**src/rtl/cq_pkg.sv**
```systemverilog
// Shared constants for the circular queue: field widths, command and status codes.
package cq_pkg;

   localparam int DATA_W = 32;
   localparam int CMD_W  = 3;
   localparam int ST_W   = 2;
   localparam int CNT_W  = 5;

   localparam logic [CMD_W-1:0] CMD_INSERT     = 3'd0;
   localparam logic [CMD_W-1:0] CMD_REMOVE     = 3'd1;
   localparam logic [CMD_W-1:0] CMD_PEEK_FRONT = 3'd2;
   localparam logic [CMD_W-1:0] CMD_PEEK_REAR  = 3'd3;
   localparam logic [CMD_W-1:0] CMD_STATUS     = 3'd4;

   localparam logic [ST_W-1:0] ST_OK        = 2'd0;
   localparam logic [ST_W-1:0] ST_OVERFLOW  = 2'd1;
   localparam logic [ST_W-1:0] ST_UNDERFLOW = 2'd2;

   localparam logic [CNT_W-1:0] CAP_RESET = 5'd10;

endpackage

```
**src/rtl/circular_queue.sv**
```systemverilog
// Ring-buffer queue of signed 32-bit words driven by one command per item.
// The block takes one command item every clock cycle while req_stall is low and returns its
// result item in the next cycle; the delay is the registered read of the slot memory. While
// a result is held by rsp_stall, req_stall is raised and no new item is taken. Front and rear
// pointers, the word count and the capacity live in flip-flops; the words live in a DEPTH-entry
// memory with a registered read. csr_ready is always high; writing the capacity empties the
// queue, and the value in use is the written one clamped to 1..DEPTH.
module circular_queue #(
   parameter int DEPTH = 16
) (
   input  logic                          clock,
   input  logic                          reset,
   input  logic                          req_valid,
   output logic                          req_stall,
   input  logic [cq_pkg::CMD_W-1:0]      req_command,
   input  logic signed [cq_pkg::DATA_W-1:0] req_data_in,
   output logic                          rsp_valid,
   input  logic                          rsp_stall,
   output logic signed [cq_pkg::DATA_W-1:0] rsp_value_out,
   output logic [cq_pkg::ST_W-1:0]       rsp_status,
   output logic [cq_pkg::CNT_W-1:0]      rsp_entry_count,
   output logic                          rsp_is_full,
   output logic                          rsp_is_empty,
   input  logic                          csr_valid,
   output logic                          csr_ready,
   input  logic [cq_pkg::CNT_W-1:0]      csr_queue_capacity
);
   import cq_pkg::*;

   localparam int IW   = (DEPTH > 1) ? $clog2(DEPTH) : 1;
   localparam int CMPW = ((IW > CNT_W) ? IW : CNT_W) + 1;

   logic [DATA_W-1:0] slot_mem [DEPTH];

   logic [CNT_W-1:0]  cap_ff;
   logic [IW-1:0]     head_ff, head_in;
   logic [IW-1:0]     tail_ff, tail_in;
   logic [CNT_W-1:0]  count_ff, count_in;

   logic              rsp_valid_ff;
   logic [ST_W-1:0]   rsp_status_ff, status_in;
   logic [CNT_W-1:0]  rsp_count_ff;
   logic              rsp_full_ff;
   logic              rsp_empty_ff;
   logic              peek_ok_ff, peek_ok_in;
   logic [DATA_W-1:0] rd_ff;

   logic              accept;
   logic              csr_write;
   logic [CNT_W-1:0]  cap_use;
   logic [IW-1:0]     tail_next;
   logic [IW-1:0]     head_next;
   logic              wr_en;
   logic [IW-1:0]     rd_addr;

   assign req_stall = rsp_valid_ff && rsp_stall;
   assign accept    = req_valid && !req_stall;
   assign csr_ready = 1'b1;
   assign csr_write = csr_valid && csr_ready;

   always_comb begin
      cap_use = cap_ff;
      if (cap_ff == '0) begin
         cap_use = CNT_W'(1);
      end else if (int'(cap_ff) > DEPTH) begin
         cap_use = CNT_W'(DEPTH);
      end
   end

   assign tail_next = ((CMPW'(tail_ff) + CMPW'(1)) >= CMPW'(cap_use)) ? '0 : tail_ff + IW'(1);
   assign head_next = ((CMPW'(head_ff) + CMPW'(1)) >= CMPW'(cap_use)) ? '0 : head_ff + IW'(1);

   always_comb begin
      head_in    = head_ff;
      tail_in    = tail_ff;
      count_in   = count_ff;
      status_in  = ST_OK;
      peek_ok_in = 1'b0;
      wr_en      = 1'b0;
      case (req_command)
         CMD_INSERT: begin
            if (count_ff >= cap_use) begin
               status_in = ST_OVERFLOW;
            end else begin
               wr_en    = 1'b1;
               count_in = count_ff + CNT_W'(1);
               if (count_ff == '0) begin
                  head_in = '0;
                  tail_in = '0;
               end else begin
                  tail_in = tail_next;
               end
            end
         end
         CMD_REMOVE: begin
            if (count_ff == '0) begin
               status_in = ST_UNDERFLOW;
            end else if (count_ff == CNT_W'(1)) begin
               head_in  = '0;
               tail_in  = '0;
               count_in = '0;
            end else begin
               head_in  = head_next;
               count_in = count_ff - CNT_W'(1);
            end
         end
         CMD_PEEK_FRONT, CMD_PEEK_REAR: begin
            if (count_ff == '0) begin
               status_in = ST_UNDERFLOW;
            end else begin
               peek_ok_in = 1'b1;
            end
         end
         default: begin
            status_in = ST_OK;
         end
      endcase
   end

   assign rd_addr = (req_command == CMD_PEEK_FRONT) ? head_ff : tail_ff;

   always_ff @(posedge clock) begin
      if (accept && wr_en) begin
         slot_mem[tail_in] <= req_data_in;
      end
      if (accept) begin
         rd_ff <= slot_mem[rd_addr];
      end
   end

   always_ff @(posedge clock) begin
      if (reset) begin
         cap_ff   <= CAP_RESET;
         head_ff  <= '0;
         tail_ff  <= '0;
         count_ff <= '0;
      end else if (csr_write) begin
         cap_ff   <= csr_queue_capacity;
         head_ff  <= '0;
         tail_ff  <= '0;
         count_ff <= '0;
      end else if (accept) begin
         head_ff  <= head_in;
         tail_ff  <= tail_in;
         count_ff <= count_in;
      end
   end

   always_ff @(posedge clock) begin
      if (reset) begin
         rsp_valid_ff <= 1'b0;
      end else begin
         rsp_valid_ff <= accept || (rsp_valid_ff && rsp_stall);
      end
   end

   always_ff @(posedge clock) begin
      if (accept) begin
         rsp_status_ff <= status_in;
         rsp_count_ff  <= count_in;
         rsp_full_ff   <= (count_in == cap_use);
         rsp_empty_ff  <= (count_in == '0);
         peek_ok_ff    <= peek_ok_in;
      end
   end

   assign rsp_valid       = rsp_valid_ff;
   assign rsp_value_out   = peek_ok_ff ? rd_ff : '0;
   assign rsp_status      = rsp_status_ff;
   assign rsp_entry_count = rsp_count_ff;
   assign rsp_is_full     = rsp_full_ff;
   assign rsp_is_empty    = rsp_empty_ff;

`ifndef SYNTHESIS
   a_count_within_cap: assert property (@(posedge clock) disable iff (reset)
      count_ff <= cap_use)
      else $error("entry count exceeds capacity in use");

   a_empty_pointers_home: assert property (@(posedge clock) disable iff (reset)
      count_ff == '0 |-> head_ff == '0 && tail_ff == '0)
      else $error("empty queue with pointers away from slot zero");

   a_overflow_full: assert property (@(posedge clock) disable iff (reset)
      rsp_valid && rsp_status == ST_OVERFLOW |-> rsp_is_full)
      else $error("overflow reported on a queue that is not full");

   a_csr_empties: assert property (@(posedge clock) disable iff (reset)
      csr_write |=> count_ff == '0)
      else $error("capacity write did not empty the queue");

   a_value_only_ok: assert property (@(posedge clock) disable iff (reset)
      rsp_valid && rsp_value_out != '0 |-> rsp_status == ST_OK)
      else $error("nonzero value with an error status");
`endif

endmodule
```
**config.mk**
```make
export PLATFORM = sky130hd
export DESIGN_NAME = circular_queue
export DESIGN_NICKNAME = d
export VERILOG_FILES = /design/src/rtl/cq_pkg.sv /design/src/rtl/circular_queue.sv
export SDC_FILE = /design/constraint.sdc
export NUM_CORES = 1
export LEC_CHECK = 0
export BUFFER_PORTS_ARGS = -buffer_cell sky130_fd_sc_hd__buf_2
export CORE_MARGIN = 8
export CORE_UTILIZATION = 55
export CTS_CLUSTER_DIAMETER = 100
export DETAILED_ROUTE_END_ITERATION = 6
export PLACE_DENSITY = 0.72
export RECOVER_POWER = 25
export SYNTH_ARGS = -nofsm -noshare
export SYNTH_HDL_FRONTEND = slang
export SYNTH_SLANG_ARGS = --single-unit
```
**constraint.sdc**
```tcl
create_clock -name clock -period 12.3 [get_ports clock]
set_clock_uncertainty 0.15 [all_clocks]
set_input_delay 1.845 -clock clock [delete_from_list [all_inputs] [get_ports clock]]
set_output_delay 1.845 -clock clock [all_outputs]
set_load 0.05 [all_outputs]
```
==> results.cfg, run 1 <==
[critical_path]
path_class = reg2reg
reg2reg_to = slot_mem[7][2]
max_stage_delay_ns = 0.69
rrSetupSlack_ns = 6.91
arrival_ns = 5.49
reg2reg_from = tail_ff[0]
end_kind = register
ff2ff_path_depth = 11
critPathMaxFanout = 19
crit_path_top_delay_cell = dfxtp_1
path_cells = ha_1 > xor2_1 > ha_1 > a21oi_1 > o21ai_0 > maj3_1 > a211o_1 > nor3_2 > o21ai_0 > nor2_4 > buf_4
cp-start-kind = register
worstPathRequired_ns = 12.40

[grt]
grt_max_degree = 88
grtUsageTotal = 0.206
grt_antenna_before_repair = 5
grt_pass1_wl_um = 73800
gr-total-overflow = 0
grt_pass1_vias = 11819

[min_path]
min-delay-start = cap_ff[0]
holdPathStages = 2
hold_end = cap_ff[0]
hold_class = reg2reg

[sta]
post-route-period-util = 0.439
layout_setup_ws_ns = 6.91
rsz0062_at_grt = no
tns_ns = 0
setup_viol = 0
maxSlewHeadroom = 0.184
hold_viol = 0
post-route-min-period_ns = 5.39
fmax_mhz = 185
slew_violations = 0
worstMarginPinSlew_ns = 1.21

[die]
rows = 74
die-area_mm2 = 0.0481
die_h_um = 219
core_mm2 = 0.0408
initial_core_util = 0.557
die_w_um = 219
ioPinCount = 89

[clocking]
cts_setup_buffers = 0
cts_buffer_depth = 3
cts_resized = 0
htreeDepth = 2
numCtsBuffers = 57
cts-root-buf = clkbuf_16
clkTransAtPathRegs_ns = 0.06
worstSkewPairLatency_ns = 0.60
numClockSinks = 573
hold_buffers = 0
cts_tree = yes

[finish]
fin_cells = 1872
fin_nets = 1354
final_area_mm2 = 0.0259
drive_gt1_frac = 0.250
fillCellCount = 2748
syn_to_final_growth_pct = 13.9

[detailed_routing]
vias = 11528
drt_first_iter_violations = 1242
drtAntennaViolNets = 0
first_pass_iters = 6
avgRoutedWirePerCell_um = 26.4
avgViaCountPerCell = 6.16
wl_um = 49500
drc_errors = 0

[synthesis]
synth_top_area_share = 0.731
synth_edf_count = 554
syn_nets = 1245
yosysSeqAreaShare = 0.748
synth.most_common_cell = edfxtp_1
netlist_instances = 1182
syn-cell-area_mm2 = 0.0228
synth_top_cell_by_area = edfxtp_1
syn-mean-instance-area_um2 = 19.3
yosys_warnings = 0
synth_common_cells = edfxtp_1 (554), mux4_2 (128), nand2_1 (86)
ys.flop_type = edfxtp_1
ys_async_sr_fraction = 0
netlist_top_cells_area = edfxtp_1 (73%), mux4_2 (13%), and2_1 (1.8%)
yosysUniqueCellTypes = 57
synth.ff_latch_count = 573

[flow_run]
maxCapViolCount = 0

[power]
leakage_nw = 8.68
peakVddDrop_mv = 0.127
p_per_area_mw_per_mm2 = 159

[placement]
dp.cells = 1764
port_buffers = 87
place.gp.congestion = 0.805
preCtsSetupSlack_ns = 6.54
place.detailed.hpwl_um = 24700
place_area_mm2 = 0.0239

[status]
status = finished, final reports clean
## layout by cell type, fill, tap and decap left out, drive strengths merged, types with 11 or more instances in the layout
| cell | instances |
|---|---|
| nand2 | 86 |
| and2 | 66 |
| mux4 | 128 |
| edfxtp | 554 |
| bufinv | 13 |
| mux2i | 11 |
| a31oi | 36 |
| buf | 89 |
| clkbuf | 91 |
| inv | 15 |
| a211oi | 35 |
| ha | 18 |
| a21oi | 11 |
| nor2 | 47 |
| clkinv | 24 |
| dfxtp | 19 |
## layout make-up
| cell class | count | area, um^2 | area share |
|---|---|---|---|
| clock buffers | 68 | 1520 | 0.0586 |
| repair buffers | 112 | 607 | 0.0234 |
| flip-flops and latches | 573 | 17000 | 0.657 |
| multi-input cells | 533 | 5530 | 0.213 |
| inverters | 14 | 52.6 | 0.00203 |
| well taps | 532 | 666 | 0.0257 |
| clock inverters | 38 | 519 | 0.0200 |
| diodes | 2 | 5.00 | 0.000193 |
## stage by stage
step | power, mW | hold WS (ns) | util
3_3_place_gp | 2.30 | 0.342 | 0.585
2_1_floorplan | 2.26 | 0.311 | -
6_report | 4.13 | 0.349 | 0.635
4_1_cts | 4.16 | 0.353 | 0.635
3_5_place_dp | 2.31 | 0.339 | 0.585
5_1_grt | 4.24 | 0.384 | 0.635
## sequential cells by signal (all words and copies together) (netlist names), 2 cells and up
name             count
cap_ff               5
slot_mem           512
head_ff              4
rd_ff               32
rsp_entry_count      5
tail_ff              4
rsp_status           2
count_ff             5
## worst max path at each step
| stage | cells past startpoint | from | slack, ns | to |
|---|---|---|---|---|
| finish | 11 | tail_ff[0] | 6.91 | slot_mem[7][2] |
| global route | 11 | tail_ff[0] | 6.50 | slot_mem[7][4] |
| CTS | 11 | tail_ff[0] | 6.87 | slot_mem[7][4] |
| detailed placement | 10 | req_command[2] | 6.54 | rd_ff[24] |
| global placement | 10 | req_command[2] | 6.66 | rd_ff[31] |
| floorplan | 6 | rsp_stall | 5.80 | slot_mem[0][0] |
## cells by family (layout without fill, tap and decap cells)
logic type,count (synthesis),count (layout),share of synthesized area
flip-flops,573,573,0.748
AND/OR/NAND/NOR,250,250,0.0549
multiplexers,140,140,0.132
AO/OA/AOI/OAI,116,116,0.0351
buffers and inverters,76,232,0.0170
adder cells (fa/ha/maj),19,19,0.0103
XOR/XNOR,7,7,0.00269
other,1,3,0.000165
## critical path, delay by kind of cell, from the launching register on
kind            cells  cell delay (ns)
compound gates      4             1.12
buf+inv             1             0.47
simple gates        2             1.18
fa+ha+maj           3             0.99
xor+xnor            1             0.41
flops               1             0.69
## metal layers
metal / wire length (um) / global-route usage / vias up
met5: 34 / 0 / -
met4: 1100 / 0.0603 / 6
met3: 3590 / 0.0357 / 79
met2: 24600 / 0.342 / 444
met1: 20200 / 0.280 / 5998
li1: - / - / 5001
## report_power, final
part / switching [mW] / internal, mW
Combinational: 0.0840 / 0.0271
Sequential: 0.00483 / 2.15
Clock: 0.716 / 1.15
Note: power is estimated with default switching activity, not from simulation.
==> run 2, diff against run 1 <==
- PLACE_DENSITY: 0.72 -> 0.75
- clock period: 12.3 -> 4.6 ns (I/O delays scaled with it)
==> run 2 against run 1 <==
Compared with the run above:
- wire length shrank 2.4%
- worst hold slack lost 0.17 ns
- combinational power grew to 2.8 times the previous value
- count of clock-buffer cells in the layout shrank 6
- sequential cell count is the same
- fmax grew 23%
- critical path type unchanged
==> results.cfg, run 2 (same netlist as run 1, synthesis figures left out) <==
[min_path]
hold_class = in2reg
hold_end = cap_ff[3]
min-delay-start = csr_queue_capacity[3]
holdPathStages = 2

[critical_path]
reg2reg_to = slot_mem[7][13]
rrSetupSlack_ns = 0.22
end_kind = register
ff2ff_path_depth = 11
worstPathRequired_ns = 4.68
critPathMaxFanout = 23
cp-start-kind = register
reg2reg_from = tail_ff[1]
arrival_ns = 4.46
path_class = reg2reg

[clocking]
worstSkewPairLatency_ns = 0.58
numCtsBuffers = 53
numClockSinks = 573
hold_buffers = 0
clkTransAtPathRegs_ns = 0.06
cts-root-buf = clkbuf_16
cts_tree = yes
cts_buffer_depth = 3
htreeDepth = 2

[grt]
grtUsageTotal = 0.203
grt_max_degree = 69
grt_antenna_before_repair = 1
grt_pass1_vias = 11765
gr-total-overflow = 0
grt_pass1_wl_um = 73400

[finish]
regMostFlops = slot_mem
largest_reg_flops = 512
syn_to_final_growth_pct = 14.0
layout_common_cells = edfxtp_1 (554), mux4_2 (128), nand2_1 (86)
layout_commonest_cell = edfxtp_1
reg_top3 = slot_mem: 512 flops, rd_ff: 32 flops
drive_gt1_frac = 0.262
fin_cells = 1896
final_util = 0.635
fillCellCount = 2667
final_area_mm2 = 0.0259
fin_nets = 1381

[detailed_routing]
first_pass_iters = 5
avgViaCountPerCell = 6.21
vias = 11769
drtAntennaViolNets = 0
drt_first_iter_violations = 1325
wl_met2_um = 23600
met3WireLength_um = 3990
avgRoutedWirePerCell_um = 25.5
wl_um = 48300
top_layer = met4
drc_errors = 0
wl_met1_um = 19700

[sta]
layout_setup_ws_ns = 0.223
tns_ns = 0
post-route-min-period_ns = 4.38
hold_slack_ns = 0.176
setup_viol = 0
fmax_mhz = 228
worstMarginPinSlew_ns = 1.01
rsz0062_at_grt = no
maxSlewHeadroom = 0.324
slew_violations = 0
hold_viol = 0
post-route-period-util = 0.952

[flow_run]
maxCapViolCount = 0

[placement]
place.detailed.hpwl_um = 27500
place.gp.congestion = 0.821
place_area_mm2 = 0.0242
preCtsSetupSlack_ns = 0.127
port_buffers = 87
dp.cells = 1782

[die]
die-area_mm2 = 0.0481
rows = 74
initial_core_util = 0.557
die_w_um = 219
ioPinCount = 89
die_h_um = 219
core_mm2 = 0.0408

[power]
leakage_nw = 8.72
power_mw = 10.3
p_per_area_mw_per_mm2 = 398
peakVddDrop_mv = 0.322

[status]
status = finished, final reports clean
run 2: area by class of cell:
type | count | area, um^2 | area share
sequential | 573 | 17000 | 0.656
multi-input combinational | 533 | 5540 | 0.214
timing repair buffer | 143 | 980 | 0.0378
tap | 532 | 666 | 0.0257
antenna | 1 | 2.50 | 0.0000964
inverter | 14 | 52.6 | 0.00203
clock buffer | 62 | 1360 | 0.0524
clock inverter | 38 | 328 | 0.0126
run 2: worst max-delay path, cell delays in order, from the launching register on:
cell,delay [ns]
dfxtp_1,0.50
ha_1,0.29
xor2_1,0.44
ha_1,0.33
a21oi_1,0.14
o21ai_0,0.10
maj3_1,0.35
a211o_1,0.35
nor3_4,0.27
nand4_1,0.45
nor2_4,0.21
buf_4,0.40
run 2: layer usage:
metal,GRT usage,vias up
li1,-,5068
met1,0.288,6089
met2,0.327,540
met3,0.0344,72
met4,0.0500,0
met5,0,-
run 2: worst max path at each step:
stage	endpoint	slack, ns	cells past startpoint	startpoint
4_1_cts	slot_mem[13][11]	0.1	11	tail_ff[1]
3_5_place_dp	slot_mem[13][13]	0.13	11	tail_ff[1]
3_3_place_gp	slot_mem[13][13]	0.25	11	tail_ff[1]
5_1_grt	slot_mem[7][8]	0.13	11	tail_ff[1]
2_1_floorplan	slot_mem[11][0]	0.08	11	tail_ff[1]
6_report	slot_mem[7][13]	0.22	11	tail_ff[1]
run 2: power by group:
group | switching (mW) | internal (mW)
logic | 0.232 | 0.0735
registers | 0.0117 | 5.75
clock network | 1.86 | 2.41
run 2: what timing repair did:
action | CTS | global route
endpoints found under the setup margin | 0 | 156
resized for setup | 0 | 2
buffers inserted | 0 | 13
==> run 3, diff against run 2 <==
- CORE_UTILIZATION: 55 -> 42
- PLACE_DENSITY: 0.75 -> default
==> run 3 against run 2 <==
Compared with the run above:
- sequential power hardly changed
- wire length is 8.5% higher
- worst hold slack lost 0.0067 ns
- register-to-register slack better by 0.17 ns
- cell area grew 0.84%
- worst setup slack improved by 0.17 ns
- critical endpoint is now slot_mem[10][4]
==> results.cfg, run 3 (same netlist as run 1, synthesis figures left out) <==
[detailed_routing]
vias = 11481
wl_met1_um = 22000
met3WireLength_um = 2740
top_layer = met4
avgViaCountPerCell = 5.56
drc_errors = 0
wl_met2_um = 26100
drtAntennaViolNets = 0
wl_um = 52400
avgRoutedWirePerCell_um = 25.3
drt_first_iter_violations = 915
first_pass_iters = 5

[status]
status = finished, final reports clean

[power]
comb_power_share = 0.031
switchingPower_mw = 2.20
peakVddDrop_mv = 0.334
intPower_mw = 8.36
p_sw_frac = 0.208
leakage_nw = 8.74
p_per_area_mw_per_mm2 = 404
clkPwrFrac = 0.424
seqPwrFrac = 0.546

[grt]
grt_max_degree = 66
grtUsageTotal = 0.169
grt_pass1_wl_um = 79600
grt_pass1_vias = 11888
grt_antenna_before_repair = 1
gr-total-overflow = 0

[sta]
fmax_mhz = 238
hold_slack_ns = 0.169
setup_viol = 0
maxSlewHeadroom = 0.188
post-route-period-util = 0.915
post-route-min-period_ns = 4.21
rsz0062_at_grt = no
hold_viol = 0
tns_ns = 0
worstMarginPinSlew_ns = 1.21
slew_violations = 0

[flow_run]
maxCapViolCount = 0

[clocking]
cts-root-buf = clkbuf_16
cts_tree = yes
numCtsBuffers = 58
hold_buffers = 0
worstSkewPairLatency_ns = 0.61
cts_setup_buffers = 0
clkTransAtPathRegs_ns = 0.06
htreeDepth = 2
numClockSinks = 573
cts_resized = 0
cts_buffer_depth = 3

[critical_path]
arrival_ns = 4.32
path_class = reg2reg
crit_path_top_delay_cell = dfxtp_1
cp-start-kind = register
worstPathRequired_ns = 4.71
max_stage_delay_ns = 0.48
cp_num_buf_inv = 2
path_delay_family = adder cells
critPathMaxFanout = 18
path_cells = ha_1 > xor2_1 > ha_1 > a21oi_1 > o21ai_0 > maj3_1 > a211o_1 > nor3_2 > buf_4 > nand4_1 > nor2_4 > buf_4
end_kind = register

[die]
rows = 85
die_h_um = 249
core_mm2 = 0.0537
die-area_mm2 = 0.0619
ioPinCount = 89
initial_core_util = 0.424
die_w_um = 249

[finish]
reg_top3 = slot_mem: 512 flops, rd_ff: 32 flops
largest_reg_flops = 512
layout_common_cells = edfxtp_1 (554), mux4_2 (128), nand2_1 (86)
syn_to_final_growth_pct = 15.0
regMostFlops = slot_mem
drive_gt1_frac = 0.262
fillCellCount = 4384
layout_commonest_cell = edfxtp_1
fin_nets = 1385

[placement]
place.detailed.hpwl_um = 32500
place.gp.congestion = 0.796
port_buffers = 87

[min_path]
hold_class = in2reg
==> run 3: area by class of cell <==
type | count | area (um^2) | share of cell area
Sequential cell | 573 | 17000 | 0.650
Multi-Input combinational cell | 533 | 5530 | 0.211
Clock buffer | 70 | 1500 | 0.0572
Timing Repair Buffer | 142 | 897 | 0.0343
Tap cell | 696 | 871 | 0.0333
Clock inverter | 37 | 299 | 0.0114
Inverter | 14 | 52.6 | 0.00201
Antenna cell | 1 | 2.50 | 0.0000956
==> run 3: path summary, 6_finish.rpt <==
| kind | start | to | slack (ns) | cells after the start |
|---|---|---|---|---|
| max | tail_ff[1] | slot_mem[10][4] | 0.39 | 12 |
| min | csr_queue_capacity[3] | cap_ff[3] | 0.17 | 2 |
| max reg2reg | tail_ff[1] | slot_mem[10][4] | 0.39 | 12 |
| min reg2reg | cap_ff[0] | cap_ff[0] | 0.36 | 2 |
==> run 3: power by group through the flow <==
| stage | combinational, mW | sequential [mW] | clock (mW) |
|---|---|---|---|
| after floorplan | 0.151 | 5.89 | 0 |
| after global placement | 0.327 | 5.87 | 0 |
| after detailed placement | 0.335 | 5.87 | 0 |
| after CTS | 0.335 | 5.76 | 4.59 |
| after global routing | 0.353 | 5.76 | 4.79 |
| final | 0.324 | 5.76 | 4.47 |
==> run 3: through the flow <==
step           total power, mW  instances  instance area, um^2  worst slack, ns   util
6_report                  10.6       2066                26200            0.391  0.487
3_5_place_dp              6.21       1958                24400            0.428  0.454
2_1_floorplan             6.04       1182                22800           0.0847      -
3_3_place_gp              6.20       1958                24400            0.469  0.454
4_1_cts                   10.7       2065                26200            0.391  0.488
5_1_grt                   10.9       2066                26200            0.135  0.487
==> run 3: metal layers <==
metal / track usage / vias to the layer above
li1: - / 5073
met1: 0.226 / 5978
met2: 0.283 / 345
met3: 0.0266 / 85
met4: 0.0542 / 0
met5: 0 / -
